==> config.mk <==
export PLATFORM = sky130hd
export DESIGN_NAME = ax25_header_parser
export DESIGN_NICKNAME = d
export VERILOG_FILES = /design/src/rtl/core/ax25hp_pkg.sv /design/src/rtl/core/ax25_header_parser.sv /design/src/rtl/core/ax25hp_parse.sv
export SDC_FILE = /design/constraint.sdc
export NUM_CORES = 1
export LEC_CHECK = 0
export BUFFER_PORTS_ARGS = -buffer_cell sky130_fd_sc_hd__buf_2
export CORE_ASPECT_RATIO = 1.1
export CORE_UTILIZATION = 40
export CTS_CLUSTER_SIZE = 28
export DETAILED_ROUTE_END_ITERATION = 10
export RECOVER_POWER = 25
export SYNTH_ARGS = -nofsm -noshare
export SYNTH_HDL_FRONTEND = slang
export SYNTH_SLANG_ARGS = --single-unit
==> constraint.sdc <==
create_clock -name clk -period 13.6 [get_ports clk]
set_input_delay 0.68 -clock clk [delete_from_list [all_inputs] [get_ports clk]]
set_output_delay 0.68 -clock clk [all_outputs]
set_load 0.02 [all_outputs]
==> src/rtl/core/ax25hp_pkg.sv <==
`default_nettype none
package ax25hp_pkg;

  localparam int unsigned MAX_REPEATERS_DEF = 2;
  localparam int unsigned MIN_FRAME = 7 + 7 + 2;
  localparam logic [7:0] PID_RESET = 8'hF0;
  localparam logic [7:0] CTRL_UI = 8'h03;
  localparam logic [6:0] CHAR_SPACE = 7'h20;

  typedef enum logic [2:0] {
    PH_DST  = 3'd0,
    PH_SRC  = 3'd1,
    PH_RPT  = 3'd2,
    PH_CTRL = 3'd3,
    PH_PID  = 3'd4,
    PH_DATA = 3'd5,
    PH_DROP = 3'd6
  } phase_t;

  localparam logic [1:0] KIND_ADDR    = 2'd0;
  localparam logic [1:0] KIND_PAYLOAD = 2'd1;
  localparam logic [1:0] KIND_STATUS  = 2'd2;

  localparam logic [2:0] ST_OK        = 3'd0;
  localparam logic [2:0] ST_SHORT     = 3'd1;
  localparam logic [2:0] ST_DST_LAST  = 3'd2;
  localparam logic [2:0] ST_CUT_RPT   = 3'd3;
  localparam logic [2:0] ST_MANY_RPT  = 3'd4;
  localparam logic [2:0] ST_NO_CTRL   = 3'd5;
  localparam logic [2:0] ST_MISMATCH  = 3'd6;

  typedef struct packed {
    logic [1:0]  kind;
    logic [1:0]  addr_role;
    logic [2:0]  repeater_index;
    logic [47:0] callsign;
    logic [2:0]  callsign_len;
    logic [3:0]  ssid;
    logic        cr_bit;
    logic [7:0]  payload_byte;
    logic        frame_end;
    logic [2:0]  status;
  } result_t;

endpackage
`default_nettype wire

==> src/rtl/core/ax25_header_parser.sv <==
`default_nettype none
// AX.25 header parser: takes one deframed frame byte per cycle (checksum removed, tlast on the
// final byte) and emits decoded addresses, payload bytes and a closing status. Every byte is
// handled in the cycle it is accepted, and its result, if any, appears on the registered output
// on the next cycle, so sustained throughput is one byte per clock; the only stall is
// back-pressure on the output register, which passes straight through to s_axis_tready.
// A nonzero status on the tlast result means the addresses already sent must be discarded.
module ax25_header_parser import ax25hp_pkg::*; #(
  parameter int unsigned MAX_REPEATERS = MAX_REPEATERS_DEF
) (
  input  wire logic        clk,
  input  wire logic        rst,
  input  wire logic        s_axis_tvalid,
  output logic             s_axis_tready,
  input  wire logic [7:0]  s_axis_tdata,   // data_byte
  input  wire logic        s_axis_tlast,   // last_byte
  output logic             m_axis_tvalid,
  input  wire logic        m_axis_tready,
  // addr_role[1:0], repeater_index[4:2], callsign[52:5], callsign_len[55:53],
  // ssid[59:56], cr_bit[60], payload_byte[68:61], status[71:69]
  output logic [71:0]      m_axis_tdata,
  output logic             m_axis_tlast,   // frame_end
  output logic [1:0]       m_axis_tuser,   // kind
  input  wire logic        cfg_valid,
  output logic             cfg_ready,
  input  wire logic [7:0]  cfg_data        // expected_pid
);

  logic [7:0] expected_pid;
  logic       accept;
  logic       have;
  result_t    res;
  result_t    out_res;
  logic       out_valid;

  assign cfg_ready     = 1'b1;
  assign s_axis_tready = ~out_valid | m_axis_tready;
  assign accept        = s_axis_tvalid & s_axis_tready;

  always_ff @(posedge clk) begin
    if (rst) begin
      expected_pid <= PID_RESET;
    end else if (cfg_valid) begin
      expected_pid <= cfg_data;
    end
  end

  ax25hp_parse #(
    .MAX_REPEATERS(MAX_REPEATERS)
  ) u_parse (
    .clk          (clk),
    .rst          (rst),
    .accept       (accept),
    .data_byte    (s_axis_tdata),
    .last_byte    (s_axis_tlast),
    .expected_pid (expected_pid),
    .res          (res),
    .have         (have)
  );

  always_ff @(posedge clk) begin
    if (rst) begin
      out_valid <= 1'b0;
    end else if (accept && have) begin
      out_valid <= 1'b1;
    end else if (m_axis_tready) begin
      out_valid <= 1'b0;
    end
  end

  always_ff @(posedge clk) begin
    if (accept && have) begin
      out_res <= res;
    end
  end

  assign m_axis_tvalid = out_valid;
  assign m_axis_tlast  = out_res.frame_end;
  assign m_axis_tuser  = out_res.kind;
  assign m_axis_tdata  = {out_res.status, out_res.payload_byte, out_res.cr_bit, out_res.ssid,
                          out_res.callsign_len, out_res.callsign, out_res.repeater_index,
                          out_res.addr_role};

`ifndef SYNTHESIS
  a_ready_when_empty: assert property (@(posedge clk) disable iff (rst)
    !m_axis_tvalid |-> s_axis_tready)
    else $error("input stalled with empty output register");
  a_status_on_end: assert property (@(posedge clk) disable iff (rst)
    m_axis_tvalid && !m_axis_tlast |-> out_res.status == ST_OK && out_res.kind != KIND_STATUS)
    else $error("status reported before frame end");
  a_payload_clean: assert property (@(posedge clk) disable iff (rst)
    m_axis_tvalid && out_res.kind == KIND_PAYLOAD |-> out_res.callsign == '0)
    else $error("address fields set on payload transaction");
  a_kind_range: assert property (@(posedge clk) disable iff (rst)
    m_axis_tvalid |-> out_res.kind == KIND_ADDR || out_res.kind == KIND_PAYLOAD
                      || out_res.kind == KIND_STATUS)
    else $error("bad result kind");
`endif

endmodule
`default_nettype wire

==> src/rtl/core/ax25hp_parse.sv <==
`default_nettype none
module ax25hp_parse import ax25hp_pkg::*; #(
  parameter int unsigned MAX_REPEATERS = MAX_REPEATERS_DEF
) (
  input  wire logic       clk,
  input  wire logic       rst,
  input  wire logic       accept,
  input  wire logic [7:0] data_byte,
  input  wire logic       last_byte,
  input  wire logic [7:0] expected_pid,
  output result_t         res,
  output logic            have
);

  phase_t      phase, phase_next;
  logic [2:0]  field_byte_index, field_byte_index_next;
  logic [3:0]  repeater_count, repeater_count_next;
  logic [4:0]  frame_byte_count, frame_byte_count_next;
  logic [47:0] callsign_shift, callsign_shift_next;
  logic [2:0]  callsign_length, callsign_length_next;
  logic        space_seen, space_seen_next;
  logic [2:0]  first_error, first_error_next;
  logic [7:0]  control_hold, control_hold_next;

  logic [6:0]  ch;
  logic        more;
  logic        blank;

  assign ch    = data_byte[7:1];
  assign more  = ~data_byte[0];
  assign blank = space_seen | (ch == CHAR_SPACE);

  always_comb begin
    phase_next            = phase;
    field_byte_index_next = field_byte_index;
    repeater_count_next   = repeater_count;
    frame_byte_count_next = frame_byte_count;
    callsign_shift_next   = callsign_shift;
    callsign_length_next  = callsign_length;
    space_seen_next       = space_seen;
    first_error_next      = first_error;
    control_hold_next     = control_hold;
    res                   = '0;
    have                  = 1'b0;

    if (frame_byte_count < 5'(MIN_FRAME)) begin
      frame_byte_count_next = frame_byte_count + 5'd1;
    end

    case (phase)
      PH_DST, PH_SRC, PH_RPT: begin
        if (field_byte_index < 3'd6) begin
          space_seen_next = blank;
          if (!blank) begin
            callsign_length_next = callsign_length + 3'd1;
          end
          callsign_shift_next = {callsign_shift[39:0], blank ? 8'd0 : {1'b0, ch}};
          field_byte_index_next = field_byte_index + 3'd1;
        end else begin
          have               = 1'b1;
          res.kind           = KIND_ADDR;
          res.addr_role      = phase[1:0];
          res.repeater_index = (phase == PH_RPT) ? repeater_count[2:0] : 3'd0;
          res.callsign       = callsign_shift;
          res.callsign_len   = callsign_length;
          res.ssid           = data_byte[4:1];
          res.cr_bit         = data_byte[7];
          field_byte_index_next = 3'd0;
          callsign_shift_next   = '0;
          callsign_length_next  = 3'd0;
          space_seen_next       = 1'b0;
          case (phase)
            PH_DST: begin
              if (more) begin
                phase_next = PH_SRC;
              end else begin
                phase_next = PH_DROP;
                if (first_error == ST_OK) first_error_next = ST_DST_LAST;
              end
            end
            PH_SRC: begin
              phase_next = more ? PH_RPT : PH_CTRL;
            end
            default: begin
              if (repeater_count != 4'd15) begin
                repeater_count_next = repeater_count + 4'd1;
              end
              if (!more) begin
                phase_next = PH_CTRL;
              end else if (repeater_count_next >= 4'(MAX_REPEATERS)) begin
                phase_next = PH_DROP;
                if (first_error == ST_OK) first_error_next = ST_MANY_RPT;
              end
            end
          endcase
        end
      end
      PH_CTRL: begin
        control_hold_next = data_byte;
        phase_next        = PH_PID;
      end
      PH_PID: begin
        if (control_hold != CTRL_UI || data_byte != expected_pid) begin
          phase_next = PH_DROP;
          if (first_error == ST_OK) first_error_next = ST_MISMATCH;
        end else begin
          phase_next = PH_DATA;
        end
      end
      PH_DATA: begin
        have             = 1'b1;
        res.kind         = KIND_PAYLOAD;
        res.payload_byte = data_byte;
      end
      default: ;
    endcase

    if (last_byte) begin
      // status looks at the state after this byte
      if (frame_byte_count_next < 5'(MIN_FRAME)) begin
        res.status = ST_SHORT;
      end else if (first_error_next != ST_OK) begin
        res.status = first_error_next;
      end else begin
        case (phase_next)
          PH_RPT:          res.status = ST_CUT_RPT;
          PH_CTRL, PH_PID: res.status = ST_NO_CTRL;
          PH_DATA:         res.status = ST_OK;
          default:         res.status = ST_SHORT;
        endcase
      end
      if (!have) begin
        res.kind = KIND_STATUS;
      end
      have          = 1'b1;
      res.frame_end = 1'b1;
      phase_next            = PH_DST;
      repeater_count_next   = 4'd0;
      frame_byte_count_next = 5'd0;
      first_error_next      = ST_OK;
      control_hold_next     = 8'd0;
      field_byte_index_next = 3'd0;
      callsign_shift_next   = '0;
      callsign_length_next  = 3'd0;
      space_seen_next       = 1'b0;
    end
  end

  always_ff @(posedge clk) begin
    if (rst) begin
      phase            <= PH_DST;
      field_byte_index <= 3'd0;
      repeater_count   <= 4'd0;
      frame_byte_count <= 5'd0;
      callsign_shift   <= '0;
      callsign_length  <= 3'd0;
      space_seen       <= 1'b0;
      first_error      <= ST_OK;
      control_hold     <= 8'd0;
    end else if (accept) begin
      phase            <= phase_next;
      field_byte_index <= field_byte_index_next;
      repeater_count   <= repeater_count_next;
      frame_byte_count <= frame_byte_count_next;
      callsign_shift   <= callsign_shift_next;
      callsign_length  <= callsign_length_next;
      space_seen       <= space_seen_next;
      first_error      <= first_error_next;
      control_hold     <= control_hold_next;
    end
  end

`ifndef SYNTHESIS
  // once an error is latched the frame is dropped until its end
  a_err_drops: assert property (@(posedge clk) disable iff (rst)
    first_error != ST_OK |-> phase == PH_DROP)
    else $error("error held outside drop phase");
  a_count_sat: assert property (@(posedge clk) disable iff (rst)
    frame_byte_count <= 5'(MIN_FRAME))
    else $error("frame byte count past saturation");
  a_last_has_result: assert property (@(posedge clk) disable iff (rst)
    accept && last_byte |-> have && res.frame_end)
    else $error("final byte without closing result");
`endif

endmodule
`default_nettype wire
Yosys cells after proc, flatten, opt, wreduce, memory -nomap -nowiden
Index checks and enable logic that the tools add are counted.
- memory bits (read-only): 0
- bits in latches: 0
- word-level logic and storage cells: 129
- RAM bits: 0
- output and inout bits: 78
- bits of input ports: 22
- memories kept: 0
- bits in registers: 162
- add/sub/neg operators: 4
- reduce and logical (&&, ||, !) cells: 18
- equality and inequality tests: 16
- muxes and demuxes: 58
- bitwise gates (word level): 7
- $lt $le $gt $ge: 4
- shift operators: 0
- divide/modulo/power cells: 0
- multipliers: 0
- operators with widths (kind ; count):
    2-to-1 mux 48 bit ; 3
    2-to-1 mux 3 bit ; 23
    2-to-1 mux 4 bit ; 9
    case mux 3 bit (2 select lines) ; 3
    case mux 3 bit (3 select lines) ; 2
    2-to-1 mux 8 bit ; 2
    == test 3 x 2 -> 1 bit, second input constant ; 4
    == test 3 bit, second input constant ; 4
    less-than comparator 5 bit, second input constant ; 2
    2-to-1 mux 5 bit ; 2
    2-to-1 mux 1 bit ; 8
    inequality test 8 x 2 -> 1 bit, second input constant ; 1
    inequality test 8 bit ; 1
    OR reduction 2 bit ; 4
    == test 7 x 6 -> 1 bit, second input constant ; 1
    2-to-1 mux 7 bit ; 1
    adder 3 x 1 -> 3 bit, second input constant ; 2
    logical NOT 3 bit ; 2
    2-to-1 mux 2 bit ; 3
    nonzero test 2 bit ; 3
    OR reduction 3 bit ; 2
    adder 5 x 1 -> 5 bit, second input constant ; 1
    adder 4 x 1 -> 4 bit, second input constant ; 1
    greater-or-equal comparator 4 x 2 -> 1 bit, second input constant ; 1
    other kinds (16) ; 22

Logic depth before layout (Yosys ltp)
Gate-level depths: netlist of the first run.
- depth in word-level cells: 17
- gate-level depth with buffers: 8
- gate-level depth less buffers: 8

Modules after synthesis
A second synthesis of the first run with hierarchy kept.
- cell total of the unflattened synthesis: 591
- area total of the unflattened synthesis: 6273.5 um^2
- by module, submodules not included (module ; sequential area each (um^2) ; cells an instance ; area each (um^2) ; times used):
    ax25hp_parse ; 1441.4 ; 482 ; 3663.5 ; 1
    ax25_header_parser ; 2432.3 ; 109 ; 2610.0 ; 1

Least setup slack after synthesis of the first run
OpenSTA, ideal clock, no wires.
- path kind: input -> register
- start point: input port m_axis_tready
- end point: register out_res (netlist bit m_axis_tdata[0]), enable pin
- setup time: 0.496 ns
- data required time: 13.104 ns
- arrival time: 4.080 ns
- slack: 9.024 ns
- cell stages on the path: 3
- path buffers: 0
- cell sequence: nand2b_1 > nand2_1 > nor2_1
- cells in the longest elaborated chain, start to end: 3
- RTL lines (what ; RTL line ; source):
    start, declared ; ax25_header_parser.sv:18 ; input wire logic m_axis_tready,
    OR 1 bit ; ax25_header_parser.sv:37 ; assign s_axis_tready = ~out_valid | m_axis_tready;
    AND 1 bit ; ax25_header_parser.sv:38 ; assign accept = s_axis_tvalid & s_axis_tready;
    logical AND 1 bit ; ax25_header_parser.sv:72 ; if (accept && have) begin
    end signal, assigned ; ax25_header_parser.sv:73 ; out_res <= res;
    end, declared ; ax25_header_parser.sv:33 ; result_t out_res;
Every way passes these cells.
A chain may end at the register's enable or synchronous reset.

Final worst setup path of the first run
- start point: register u_parse.phase[0]
- end point: register out_res (netlist bit m_axis_tdata[66]), enable pin
- cells in the longest elaborated chain, start to end: 5
- elaborated cells between the ends (all ways): 8
- those cells by class: eq/ne (3); mux (2); reduce/logical (3)
- RTL lines (what ; RTL line ; source):
    start, declared ; ax25hp_parse.sv:15 ; phase_t phase, phase_next;
    start signal, assigned ; ax25hp_parse.sv:161 ; phase <= phase_next;
    == test 3 x 1 -> 1 bit (tied with other cells) ; ax25hp_parse.sv:50 ; case (phase)
    OR reduction 3 bit ; ax25hp_parse.sv:50 ;
    case mux 1 bit (2 select lines) (*) ; ax25hp_parse.sv:50 ;
    2-to-1 mux 1 bit (*) ; ax25hp_parse.sv:118 ; if (last_byte) begin
    logical AND 1 bit (*) ; ax25_header_parser.sv:72 ;
Mark *: on every way between the ends. The rest lies on a longest branch, timed or not.

==> metrics.csv, run 1 <==
stage,metric,value,unit
outcome,result of the run,finished with violations,
outcome,violations in the final reports,"max-capacitance violations, max-slew violations",
global_routing,Overall Global Routing Usage,16.9,%
floorplan,Die Height,131,um
setup_path,"Largest stage delay, worst path",650,ps
flow_run,max-capacitance violation count,1,
clocking,maximum root-to-sink buffer count,2,
placement,Final GP Congestion,0.803,
synthesis,synthesized area per cell,10.5,um^2
clocking,clock-pin slew on the worst setup and hold paths,60,ps
clocking,later-pin clock latency in the skew report,430,ps
global_routing,grt total ovfl,0,
timing,setup repair after global routing missed its margin,false,
synthesis,number of register bits inferred by synthesis,150,
clocking,total clock buffers created by CTS,17,
cells_and_area,fraction of final layout cells with drive strength greater than 1,12.3,%
cells_and_area,diodes inserted,0,
synthesis,sequential area share after synthesis,61.3,%
placement,number of buffers inserted by port buffering,92,
setup_path,CP startpoint,u_parse.phase[0],
setup_path,Worst Path Buf+Inv,1,
min_path,startpoint of the most critical hold path,u_parse.callsign_shift[41],
timing,count of final max-slew check failures,35,
clocking,Setup Buffers After CTS,0,
synthesis,biggest area contributors in the synthesized netlist,"sky130_fd_sc_hd__edfxtp_1 34%, sky130_fd_sc_hd__dfxtp_1 27%, sky130_fd_sc_hd__nand2_1 5.5%",
timing,achievable frequency,0.319,GHz
clocking,cell at the root of the clock tree,sky130_fd_sc_hd__clkbuf_16,
floorplan,number of top-level pins,100,
setup_path,standard cell with the maximum stage delay on the critical path,sky130_fd_sc_hd__nor2_4,
drt,Vias per Instance,5.06,
global_routing,wire length of the first global-routing pass,20400,um
timing,post-route clock period utilization,23.1,%
drt,final WL,12700,um
cells_and_area,final non-filler cell area,0.00709,mm^2
synthesis,count of mapped cells out of synthesis,572,
timing,count of endpoints failing setup in the final report,0,
global_routing,via count of the first global-routing pass,4207,
synthesis,netlist area before placement,0.00603,mm^2
drt,detail-routed net length per standard cell,14.9,um
cells_and_area,total number of nets in the final design,673,
timing,slew at the pin closest to its max-slew limit,1690,ps
synthesis,fraction of post-synthesis cell area in the top cell type by area,34.4,%
synthesis,prevailing post-synth register cell,sky130_fd_sc_hd__dfxtp_1,
synthesis,post-synth top area cell,sky130_fd_sc_hd__edfxtp_1,
setup_path,biggest fanout along the worst timing path,44,
timing,TNS Setup,0,ps
setup_path,endpoint required time on the critical path,13660,ps
timing,worst setup skew after layout,7.98,ps
floorplan,DIE AREA,0.0156,mm^2
floorplan,Die X-Extent,119,um
setup_path,cells traversed along the worst timing path,nand2b_1 -> nor2_1 -> nor3_1 -> nor2_4 -> buf_4,
clocking,hold_buf cts,0,
synthesis,Synth async-reset ratio,0,%
setup_path,Critical Path Sink Type,flip-flop,
floorplan,cell row count,46,
clocking,Sinks on Clock Net,150,
setup_path,arrival time of the worst setup path,3200,ps
global_routing,maximum number of pins on one net before global-route repair,56,
global_routing,antenna violations before repair,0,
placement,DPL Wire Length,8220,um
placement,"Cell Area, Placed",0.00659,mm^2
power,Power Dens Cells,140,mW/mm^2
setup_path,category of the critical setup timing path,flip-flop to flip-flop,
clocking,# H-tree levels,4,
clocking,PostCTS Resize Cnt,0,
power,worst-case vdd ir drop,0.0783,mV
synthesis,Yosys cell types,54,
cells_and_area,Layout Utilization,48.7,%
setup_path,launch instance of the worst register-to-register path,u_parse.phase[0],
timing,final critical path time including I/O delays and setup,3140,ps
timing,Slew Limit Headroom,-12.7,%
setup_path,startpoint type of the worst setup path,flip-flop,
setup_path,dominant delay contributor by cell family on the critical path,simple AND/OR/NAND/NOR gates,
drt,via total after detailed routing,4314,
min_path,Hold WC Path Type,flip-flop to flip-flop,
power,P_leak,0.00269,uW
drt,TritonRoute pass-1 iters,5,
synthesis,number of synthesis warnings,0,
drt,remaining antenna violation count,0,
floorplan,initial standard-cell utilization of the core,41.4,%
floorplan,area of the core region,0.0146,mm^2
drt,number of DRC markers in iteration 0,259,
timing,number of hold-slack violations in the final timing report,0,
cells_and_area,Syn-to-layout area delta,17.7,%
synthesis,number of flops mapped to enable cells by yosys,69,
drt,residual DRC count,0,
clocking,CTS tree,done,
tightest hold or removal path: cells and delay by family, from the launching register on:
family / cells / cell delay, ps
flip-flops: 1 / 310
AO/OA/AOI/OAI: 1 / 50
AND/OR/NAND/NOR: 1 / 50
layout by cell type (no fill, tap or decap), types with 7 or more instances in the layout:
master / n
sky130_fd_sc_hd__nand2_1: 89
sky130_fd_sc_hd__dfxtp_1: 81
sky130_fd_sc_hd__edfxtp_1: 69
sky130_fd_sc_hd__clkbuf_1: 58
sky130_fd_sc_hd__a21oi_1: 56
sky130_fd_sc_hd__and3_1: 51
sky130_fd_sc_hd__nor2_1: 37
sky130_fd_sc_hd__buf_2: 36
sky130_fd_sc_hd__clkbuf_16: 17
sky130_fd_sc_hd__o21ai_0: 11
sky130_fd_sc_hd__and2_1: 10
sky130_fd_sc_hd__xnor2_1: 10
sky130_fd_sc_hd__nor3_1: 8
sky130_fd_sc_hd__a22o_1: 8
sky130_fd_sc_hd__inv_1: 7
sky130_fd_sc_hd__a22oi_1: 7
sky130_fd_sc_hd__conb_1: 7
synth_stat cells (2+ instances only):
library cell,number
sky130_fd_sc_hd__a21o_1,2
sky130_fd_sc_hd__ha_1,4
sky130_fd_sc_hd__buf_2,2
sky130_fd_sc_hd__nand2_1,89
sky130_fd_sc_hd__nor3b_1,2
sky130_fd_sc_hd__buf_4,7
sky130_fd_sc_hd__and3_1,51
sky130_fd_sc_hd__nand3b_1,3
sky130_fd_sc_hd__a21oi_1,57
sky130_fd_sc_hd__a31o_2,2
sky130_fd_sc_hd__nand2b_1,6
sky130_fd_sc_hd__nor4_1,2
sky130_fd_sc_hd__a21boi_0,2
sky130_fd_sc_hd__o21ai_0,11
sky130_fd_sc_hd__clkbuf_1,30
sky130_fd_sc_hd__nor2b_1,6
sky130_fd_sc_hd__and2_1,14
sky130_fd_sc_hd__mux2i_1,6
sky130_fd_sc_hd__dfxtp_1,81
sky130_fd_sc_hd__edfxtp_1,69
sky130_fd_sc_hd__nand3_1,6
sky130_fd_sc_hd__conb_1,2
sky130_fd_sc_hd__a22oi_1,7
sky130_fd_sc_hd__xor2_1,3
sky130_fd_sc_hd__a211oi_1,3
sky130_fd_sc_hd__nor2_1,39
sky130_fd_sc_hd__nor3_1,8
sky130_fd_sc_hd__a31oi_1,3
sky130_fd_sc_hd__inv_1,7
sky130_fd_sc_hd__a22o_1,8
sky130_fd_sc_hd__xnor2_1,10
sky130_fd_sc_hd__a211o_1,4
sky130_fd_sc_hd__nand4_1,5
kinds of logic (layout without fill, tap and decap cells):
| family | after synthesis | in the layout | share of synthesized area [%] |
|---|---|---|---|
| flops | 150 | 150 | 61.3 |
| other cells | 2 | 7 | 0.125 |
| simple gates | 238 | 238 | 19.7 |
| mux | 6 | 6 | 0.997 |
| fa+ha+maj | 4 | 4 | 0.831 |
| xor+xnor | 13 | 13 | 1.89 |
| compound gates | 109 | 109 | 11.3 |
| buf+inv | 50 | 133 | 3.92 |
layer usage:
| layer | up-vias | share of wire (%) | global-route usage [%] |
|---|---|---|---|
| li1 | 2154 | - | - |
| met4 | 0 | 2.2 | 7.97 |
| met2 | 119 | 48 | 28.0 |
| met1 | 2017 | 45 | 20.8 |
| met3 | 24 | 5.1 | 4.38 |
| met5 | - | 0 | 0 |
sequential cells by signal, indices dropped and copies added, names as in the netlist:
signal,flops
m_axis_tdata,66
u_parse.callsign_length,3
u_parse.first_error,3
expected_pid,8
m_axis_tlast,1
u_parse.callsign_shift,42
u_parse.field_byte_index,3
u_parse.phase,3
u_parse.repeater_count,4
m_axis_tvalid,1
u_parse.control_hold,8
u_parse.frame_byte_count,5
m_axis_tuser,2
u_parse.space_seen,1
cell type report:
| cell class | instances | area, um^2 |
|---|---|---|
| Fill cell | 1374 | 7470 |
| Sequential cell | 150 | 3690 |
| Multi-Input combinational cell | 377 | 2160 |
| Clock buffer | 24 | 502 |
| Timing Repair Buffer | 94 | 405 |
| Tap cell | 192 | 240 |
| Clock inverter | 8 | 71.3 |
| Inverter | 7 | 26.3 |
worst paths after layout:
path | depth (start not counted) | slack [ps] | end
setup / recovery | 5 | 10460 | m_axis_tdata[66]
hold reg to reg | 2 | 460 | u_parse.callsign_shift[41]
hold / removal | 2 | 460 | u_parse.callsign_shift[41]
setup reg to reg | 5 | 10460 | m_axis_tdata[66]
where the power goes:
group / switching, uW / internal [uW] / leakage, uW
Sequential: 5.02 / 482 / 0.00132
Clock: 176 / 274 / 0.000287
Combinational: 40.2 / 14.7 / 0.00108
Total: 222 / 771 / 0.00269
stage by stage:
stage                     power, uW  hold WS [ps]  cells  setup WS [ps]
after floorplan                 536           432    577           9020
after global routing           1020           453    852          10130
final                           993           456    852          10460
after CTS                      1000           445    852          10400
after global placement          552           442    820          10560
after detailed placement        553           449    820          10410
No activity file was read; power rests on OpenSTA's default activity.
==> run 2, diff against run 1 <==
--- a/config.mk
+++ b/config.mk
@@ -5,6 +5,7 @@
 export SDC_FILE = /design/constraint.sdc
 export NUM_CORES = 1
 export LEC_CHECK = 0
+export ABC_AREA = 1
 export BUFFER_PORTS_ARGS = -buffer_cell sky130_fd_sc_hd__buf_2
 export CORE_ASPECT_RATIO = 1.1
 export CORE_UTILIZATION = 40
==> constraint.sdc (replaced) <==
create_clock -name clk -period 2.9 [get_ports clk]
set_input_delay 0.145 -clock clk [delete_from_list [all_inputs] [get_ports clk]]
set_output_delay 0.145 -clock clk [all_outputs]
set_load 0.02 [all_outputs]
==> metrics.csv, run 2 <==
stage,metric,value,unit,change
clocking,total clock buffers created by CTS,17,,unchanged
power,Power Dens Cells,668,mW/mm^2,+380%
timing,count of final max-slew check failures,0,,-100%
clocking,CTS tree,done,,
synthesis,netlist area before placement,0.00625,mm^2,+3.7%
timing,achievable frequency,0.428,GHz,+34%
drt,via total after detailed routing,4745,,+10%
synthesis,biggest area contributors in the synthesized netlist,"sky130_fd_sc_hd__edfxtp_1 33%, sky130_fd_sc_hd__dfxtp_1 26%, sky130_fd_sc_hd__nor2_1 8.2%",,
outcome,result of the run,"finished, final reports clean",,
floorplan,area of the core region,0.0152,mm^2,+4.2%
cells_and_area,fraction of final layout cells with drive strength greater than 1,11.8,%,-0.52 points
global_routing,maximum number of pins on one net before global-route repair,41,,-27%
floorplan,Die Height,133,um,+1.8%
synthesis,Yosys cell types,36,,-33%
synthesis,cell with the most instances after synthesis,sky130_fd_sc_hd__nor2_1,,
timing,count of endpoints failing setup in the final report,0,,unchanged
timing,TNS Setup,0,ps,unchanged
synthesis,number of flops mapped to enable cells by yosys,69,,unchanged
placement,Final GP Congestion,0.911,,+13%
timing,post-route clock period utilization,80.6,%,+57 points
clocking,Sinks on Clock Net,150,,unchanged
synthesis,number of register bits inferred by synthesis,150,,unchanged
synthesis,number of synthesis warnings,0,,unchanged
global_routing,Overall Global Routing Usage,17.2,%,+0.23 points
timing,number of hold-slack violations in the final timing report,0,,unchanged
cells_and_area,diodes inserted,0,,unchanged
synthesis,synthesized area per cell,9.03,um^2,-14%
min_path,Hold WC Path Type,primary input to flip-flop,,
setup_path,category of the critical setup timing path,flip-flop to flip-flop,,
power,worst-case vdd ir drop,0.337,mV,+330%
cells_and_area,total number of nets in the final design,814,,+21%
floorplan,cell row count,47,,+2.2%
global_routing,antenna violations before repair,0,,unchanged
global_routing,wire length of the first global-routing pass,21500,um,+5.1%
drt,number of DRC markers in iteration 0,344,,+33%
cells_and_area,"flip-flop count of the largest register, all copies and words added",66,,unchanged
flow_run,max-capacitance violation count,0,,-1
power,P_leak,0.00289,uW,+7.3%
synthesis,most common library cells after synthesis,"137 x sky130_fd_sc_hd__nor2_1, 106 x sky130_fd_sc_hd__nand2_1, 91 x sky130_fd_sc_hd__inv_1, 81 x sky130_fd_sc_hd__dfxtp_1, 69 x sky130_fd_sc_hd__edfxtp_1",,
cells_and_area,"most common cell after layout, fill and taps aside",sky130_fd_sc_hd__nor2_1,,
synthesis,prevailing post-synth register cell,sky130_fd_sc_hd__dfxtp_1,,
synthesis,Synth async-reset ratio,0,%,unchanged
clocking,cell at the root of the clock tree,sky130_fd_sc_hd__clkbuf_16,,
synthesis,post-synth top area cell,sky130_fd_sc_hd__edfxtp_1,,
cells_and_area,most frequent cells in the layout,"137 x sky130_fd_sc_hd__nor2_1, 106 x sky130_fd_sc_hd__nand2_1, 91 x sky130_fd_sc_hd__inv_1",,
clocking,later-pin clock latency in the skew report,420,ps,about the same
synthesis,count of mapped cells out of synthesis,692,,+21%
timing,Slew Limit Headroom,38.8,%,+51 points
clocking,PostCTS Resize Cnt,0,,unchanged
floorplan,number of top-level pins,100,,unchanged
synthesis,sequential area share after synthesis,59.1,%,-2.2 points
drt,detail-routed net length per standard cell,13.4,um,-10%
placement,number of buffers inserted by port buffering,92,,unchanged
power,Power Total,5000,uW,+400%
timing,worst hold slack,16.7,ps,-439 ps
timing,slew at the pin closest to its max-slew limit,912,ps,-779 ps
setup_path,endpoint required time on the critical path,3020,ps,"-10,640 ps"
timing,setup repair after global routing missed its margin,false,,
setup_path,startpoint type of the worst setup path,flip-flop,,
setup_path,Critical Path Sink Type,flip-flop,,
timing,final critical path time including I/O delays and setup,2340,ps,-801 ps
drt,Vias per Instance,4.76,,-5.9%
clocking,clock-pin slew on the worst setup and hold paths,60,ps,about the same
drt,TritonRoute pass-1 iters,4,,-1
placement,DPL Wire Length,9330,um,+14%
drt,residual DRC count,0,,unchanged
setup_path,arrival time of the worst setup path,2450,ps,-750 ps
clocking,maximum root-to-sink buffer count,2,,unchanged
floorplan,Die X-Extent,121,um,+1.8%
clocking,# H-tree levels,4,,unchanged
setup_path,biggest fanout along the worst timing path,27,,-39%
drt,final WL,13300,um,+5.0%
global_routing,via count of the first global-routing pass,4545,,+8.0%
floorplan,initial standard-cell utilization of the core,41.2,%,-0.18 points
cells_and_area,Syn-to-layout area delta,19.7,%,
synthesis,fraction of post-synthesis cell area in the top cell type by area,33.1,%,-1.2 points
floorplan,DIE AREA,0.0161,mm^2,+3.7%
global_routing,grt total ovfl,0,,unchanged
timing,worst setup skew after layout,10.0,ps,+2.05 ps
drt,remaining antenna violation count,0,,unchanged
run 2: cell count changes after synthesis, moves of 14 or more:
cell and delta:
sky130_fd_sc_hd__a211oi_1 +38, sky130_fd_sc_hd__a21oi_1 -18, sky130_fd_sc_hd__and2_1 -14, sky130_fd_sc_hd__and3_1 -51, sky130_fd_sc_hd__clkbuf_1 -19, sky130_fd_sc_hd__inv_1 +84, sky130_fd_sc_hd__nand2_1 +17, sky130_fd_sc_hd__nor2_1 +98
run 2: through the flow:
step,setup WS [ps],util [%],cell area [um^2],cells
finish,564,49.3,7480,996
global route,372,49.3,7480,996
CTS,596,49.8,7560,996
detailed placement,628,45.3,6880,959
global placement,660,45.3,6880,959
floorplan,174,-,6270,697
run 2: cells by family (layout without fill, tap and decap cells):
logic type	Yosys count	after routing	share of synthesized area [%]
simple gates	286	286	19.2
flops	150	150	59.1
buf+inv	134	237	8.91
compound gates	110	110	11.1
xor+xnor	6	6	0.841
fa+ha+maj	4	4	0.801
other cells	2	7	0.120
run 2: metal layers:
layer	GRT usage (%)	wire length [um]	up-vias
met1	20.6	5830	2194
met4	6.38	183	0
met5	0	0	-
li1	-	-	2429
met2	29.6	6660	108
met3	4.37	631	14
run 2: final timing paths:
path | slack, ps | end | from | cells after the start
setup / recovery | 560 | m_axis_tdata[32] | u_parse.phase[0] | 7
hold / removal | 20 | m_axis_tvalid | m_axis_tready | 4
setup reg to reg | 560 | m_axis_tdata[32] | u_parse.phase[0] | 7
hold reg to reg | 460 | u_parse.first_error[0] | u_parse.first_error[0] | 2
run 2: layout make-up:
type                    count  area, um^2
fillers                  1477        7690
flip-flops and latches    150        3690
multi-input cells         413        2020
repair buffers            105         519
clock buffers              19         443
inverters                 101         379
well taps                 196         245
clock inverters            12         180
run 2: critical path, cell delays in order, from the launching register on:
cell	delay, ps
sky130_fd_sc_hd__dfxtp_1	520
sky130_fd_sc_hd__nand2_1	170
sky130_fd_sc_hd__nor2_1	280
sky130_fd_sc_hd__a21oi_1	90
sky130_fd_sc_hd__inv_1	80
sky130_fd_sc_hd__o21ai_0	120
sky130_fd_sc_hd__inv_2	480
sky130_fd_sc_hd__buf_12	260
run 2: power breakdown:
group	switching, uW	internal, uW	total [uW]	leakage [uW]
combinational	249	103	352	0.00125
sequential	37.9	2290	2330	0.00134
clock	856	1460	2310	0.000299
run 2: repair_timing:
action                                 in CTS  in global routing
hold buffers                                6                  0
setup buffers                               0                  0
endpoints found under the hold margin       6                  0
==> run 3, diff against run 2 <==
--- a/config.mk
+++ b/config.mk
@@ -5,7 +5,7 @@
 export SDC_FILE = /design/constraint.sdc
 export NUM_CORES = 1
 export LEC_CHECK = 0
-export ABC_AREA = 1
+export ABC_AREA = 0
 export BUFFER_PORTS_ARGS = -buffer_cell sky130_fd_sc_hd__buf_2
 export CORE_ASPECT_RATIO = 1.1
 export CORE_UTILIZATION = 40
==> constraint.sdc (replaced) <==
create_clock -name clk -period 2.1 [get_ports clk]
set_input_delay 0.105 -clock clk [delete_from_list [all_inputs] [get_ports clk]]
set_output_delay 0.105 -clock clk [all_outputs]
set_load 0.02 [all_outputs]
==> metrics.csv, run 3 (synthesized netlist as in run 1, its figures left out) <==
stage,metric,value,unit,change
outcome,result of the run,finished with violations,,
outcome,violations in the final reports,negative setup slack,,
floorplan,Die Height,131,um,-1.8%
setup_path,launch instance of the worst register-to-register path,u_parse.repeater_count[0],,
clocking,maximum root-to-sink buffer count,2,,unchanged
timing,Slew Limit Headroom,25.1,%,-14 points
global_routing,met3 Use GR,4.21,%,-0.16 points
global_routing,met1 usage in global routing,21.0,%,+0.49 points
floorplan,area of the core region,0.0146,mm^2,-4.0%
setup_path,"Largest stage delay, worst path",450,ps,-70 ps
timing,setup repair after global routing missed its margin,true,,
setup_path,worst reg2reg setup slack,-80,ps,-640 ps
clocking,clock-pin slew on the worst setup and hold paths,60,ps,about the same
power,Power Total,6810,uW,+36%
setup_path,critical register-to-register path endpoint,u_parse.control_hold[5],,
min_path,worst hold path depth,2,,-2
timing,slew at the pin closest to its max-slew limit,1120,ps,+211 ps
cells_and_area,most frequent cells in the layout,"89 x sky130_fd_sc_hd__nand2_1, 78 x sky130_fd_sc_hd__dfxtp_1, 69 x sky130_fd_sc_hd__edfxtp_1",,
clocking,later-pin clock latency in the skew report,420,ps,about the same
global_routing,Overall Global Routing Usage,17.3,%,+0.077 points
timing,TNS Setup,-552,ps,-552 ps
drt,residual DRC count,0,,unchanged
global_routing,via count of the first global-routing pass,4282,,-5.8%
timing,worst path setup slack after routing,-77.4,ps,-641 ps
timing,worst setup skew after layout,7.23,ps,-2.79 ps
drt,final WL,13000,um,-2.1%
clocking,cell at the root of the clock tree,sky130_fd_sc_hd__clkbuf_16,,
floorplan,DIE AREA,0.0156,mm^2,-3.5%
flow_run,max-capacitance violation count,0,,unchanged
timing,count of final max-slew check failures,0,,unchanged
setup_path,endpoint required time on the critical path,2460,ps,-560 ps
cells_and_area,final non-filler cell area,0.00763,mm^2,+2.1%
power,proportion of power drawn by the clock network,47.7,%,+1.4 points
drt,number of DRC markers in iteration 0,164,,-52%
setup_path,standard cell with the maximum stage delay on the critical path,sky130_fd_sc_hd__or3b_4,,
setup_path,Critical Path Sink Type,flip-flop,,
cells_and_area,"flip-flop count of the largest register, all copies and words added",66,,unchanged
timing,achievable frequency,0.459,GHz,+7.3%
power,switching fraction of total power,21.3,%,-1.5 points
cells_and_area,"most common cell after layout, fill and taps aside",sky130_fd_sc_hd__nand2_1,,
clocking,# H-tree levels,4,,unchanged
timing,number of hold-slack violations in the final timing report,0,,unchanged
placement,Final GP Congestion,0.891,,-2.2%
clocking,Sinks on Clock Net,150,,unchanged
timing,post-route clock period utilization,104,%,+23 points
global_routing,wire length of the first global-routing pass,20900,um,-2.6%
cells_and_area,filler-free cell count of the finished design,899,,-9.7%
setup_path,cells traversed along the worst timing path,ha_1 -> and2_1 -> a21oi_2 -> nor3_2 -> o21ai_1 -> or3b_4 -> nor3_4 -> a22o_1,,
power,internal power,5360,uW,+39%
placement,number of buffers inserted by port buffering,92,,unchanged
placement,"Cell Area, Placed",0.00691,mm^2,+0.44%
power,worst-case vdd ir drop,0.454,mV,+35%
placement,cell total after placement,854,,-11%
drt,TritonRoute pass-1 iters,4,,unchanged
clocking,CTS tree,done,,
timing,final critical path time including I/O delays and setup,2180,ps,-159 ps
global_routing,grt total ovfl,0,,unchanged
power,proportion of power drawn by flip-flops and latches,46.3,%,-0.3 points
floorplan,number of top-level pins,100,,unchanged
global_routing,antenna violations before repair,0,,unchanged
clocking,total clock buffers created by CTS,17,,unchanged
floorplan,Die X-Extent,119,um,-1.8%
drt,detail-routed net length per standard cell,14.5,um,+8.5%
drt,remaining antenna violation count,0,,unchanged
setup_path,category of the critical setup timing path,flip-flop to flip-flop,,
power,Psw,1450,uW,+27%
setup_path,startpoint type of the worst setup path,flip-flop,,
power,proportion of power drawn by combinational gates,6.0,%,-1.0 points
min_path,Hold WC Path Type,primary input to flip-flop,,
global_routing,met2 global-route usage,28.7,%,-0.90 points
drt,Vias per Instance,5.04,,+5.9%
placement,DPL Wire Length,8800,um,-5.7%
cells_and_area,total number of nets in the final design,720,,-12%
cells_and_area,diodes inserted,0,,unchanged
power,Power Dens Cells,893,mW/mm^2,+34%
setup_path,arrival time of the worst setup path,2540,ps,+90 ps
floorplan,cell row count,46,,-2.1%
global_routing,layer carrying the most global-route usage,met2,,
timing,count of endpoints failing setup in the final report,9,,+9
min_path,worst hold endpoint,u_parse.control_hold[4],,
power,P_leak,0.00294,uW,+2.1%
drt,via total after detailed routing,4534,,-4.4%
cells_and_area,Syn-to-layout area delta,26.7,%,
cells_and_area,Layout Utilization,52.4,%,+3.1 points
min_path,startpoint of the most critical hold path,s_axis_tdata[4],,
floorplan,initial standard-cell utilization of the core,41.4,%,+0.18 points
global_routing,maximum number of pins on one net before global-route repair,54,,+32%
cells_and_area,fraction of final layout cells with drive strength greater than 1,17.8,%,+6.1 points
setup_path,biggest fanout along the worst timing path,8,,-70%
setup_path,number of cells traversed by the worst register-to-register path,8,,+1
## run 3: cell count changes in the layout (fill, tap and decap cells not counted), moves of 8 or more
cell                       before  now
sky130_fd_sc_hd__and2_1         0   14
sky130_fd_sc_hd__inv_2          9    0
sky130_fd_sc_hd__xnor2_1        2   10
sky130_fd_sc_hd__buf_4          5   36
sky130_fd_sc_hd__nor2_1       137   36
sky130_fd_sc_hd__a22o_1         0    8
sky130_fd_sc_hd__a21oi_1       39   54
sky130_fd_sc_hd__nand2_1      106   89
sky130_fd_sc_hd__a211oi_1      41    2
sky130_fd_sc_hd__inv_1         91    7
sky130_fd_sc_hd__and3_1         0   51
## run 3: timing repair
| item | in CTS | in global routing |
|---|---|---|
| setup endpoints to repair | 9 | 12 |
| gates resized for setup | 3 | 9 |
| pin swaps | 5 | 6 |
| endpoints found under the hold margin | 9 | 0 |
| hold buffers | 9 | 0 |
| buffers inserted | 0 | 4 |
## run 3: worst max-delay path, delay by kind of cell (launching register included)
kind | cells | cell delay (ps)
AO/OA/AOI/OAI | 3 | 580
adder cells (fa/ha/maj) | 1 | 200
flip-flops | 1 | 310
AND/OR/NAND/NOR | 4 | 1040
## run 3: power by group through the flow
stage / Sequential (uW) / Combinational, uW / Clock (uW)
after floorplan: 3270 / 198 / 0
after global routing: 3160 / 450 / 3420
after CTS: 3150 / 425 / 3310
final: 3150 / 411 / 3250
after global placement: 3210 / 404 / 0
after detailed placement: 3210 / 410 / 0
## run 3: per-stage QoR
stage          hold slack [ps]  setup slack (ps)
2_1_floorplan              204              -268
3_3_place_gp               315             -7.78
3_5_place_dp               316             -92.1
4_1_cts                  0.658              14.1
5_1_grt                   3.66              -211
6_report                  18.7             -77.4
## run 3: how the worst max path moves through the flow
stage                                         start                      end  slack, ps
final                     u_parse.repeater_count[0]  u_parse.control_hold[5]        -80
after CTS                 u_parse.repeater_count[0]  u_parse.control_hold[4]         10
after global placement      u_parse.control_hold[3]  u_parse.control_hold[4]         -8
after global routing      u_parse.repeater_count[0]  u_parse.control_hold[5]       -210
after floorplan                    u_parse.phase[2]          m_axis_tdata[0]       -270
after detailed placement    u_parse.control_hold[3]  u_parse.control_hold[5]        -90
## run 3: routing by layer
metal / share of wire [%] / wire (um) / vias up
met4: 2.0 / 260 / 0
met3: 4.2 / 550 / 24
met1: 46 / 5990 / 2151
li1: - / - / 2249
met2: 48 / 6230 / 110
met5: 0 / 0 / -
## run 3: layout make-up
type                            instances  area, um^2
Tap cell                              192         240
Fill cell                            1339        6930
Multi-Input combinational cell        377        2210
Inverter                                7        26.3
Timing Repair Buffer                  141         825
Clock buffer                           19         433
Clock inverter                         13         205
Sequential cell                       150        3700
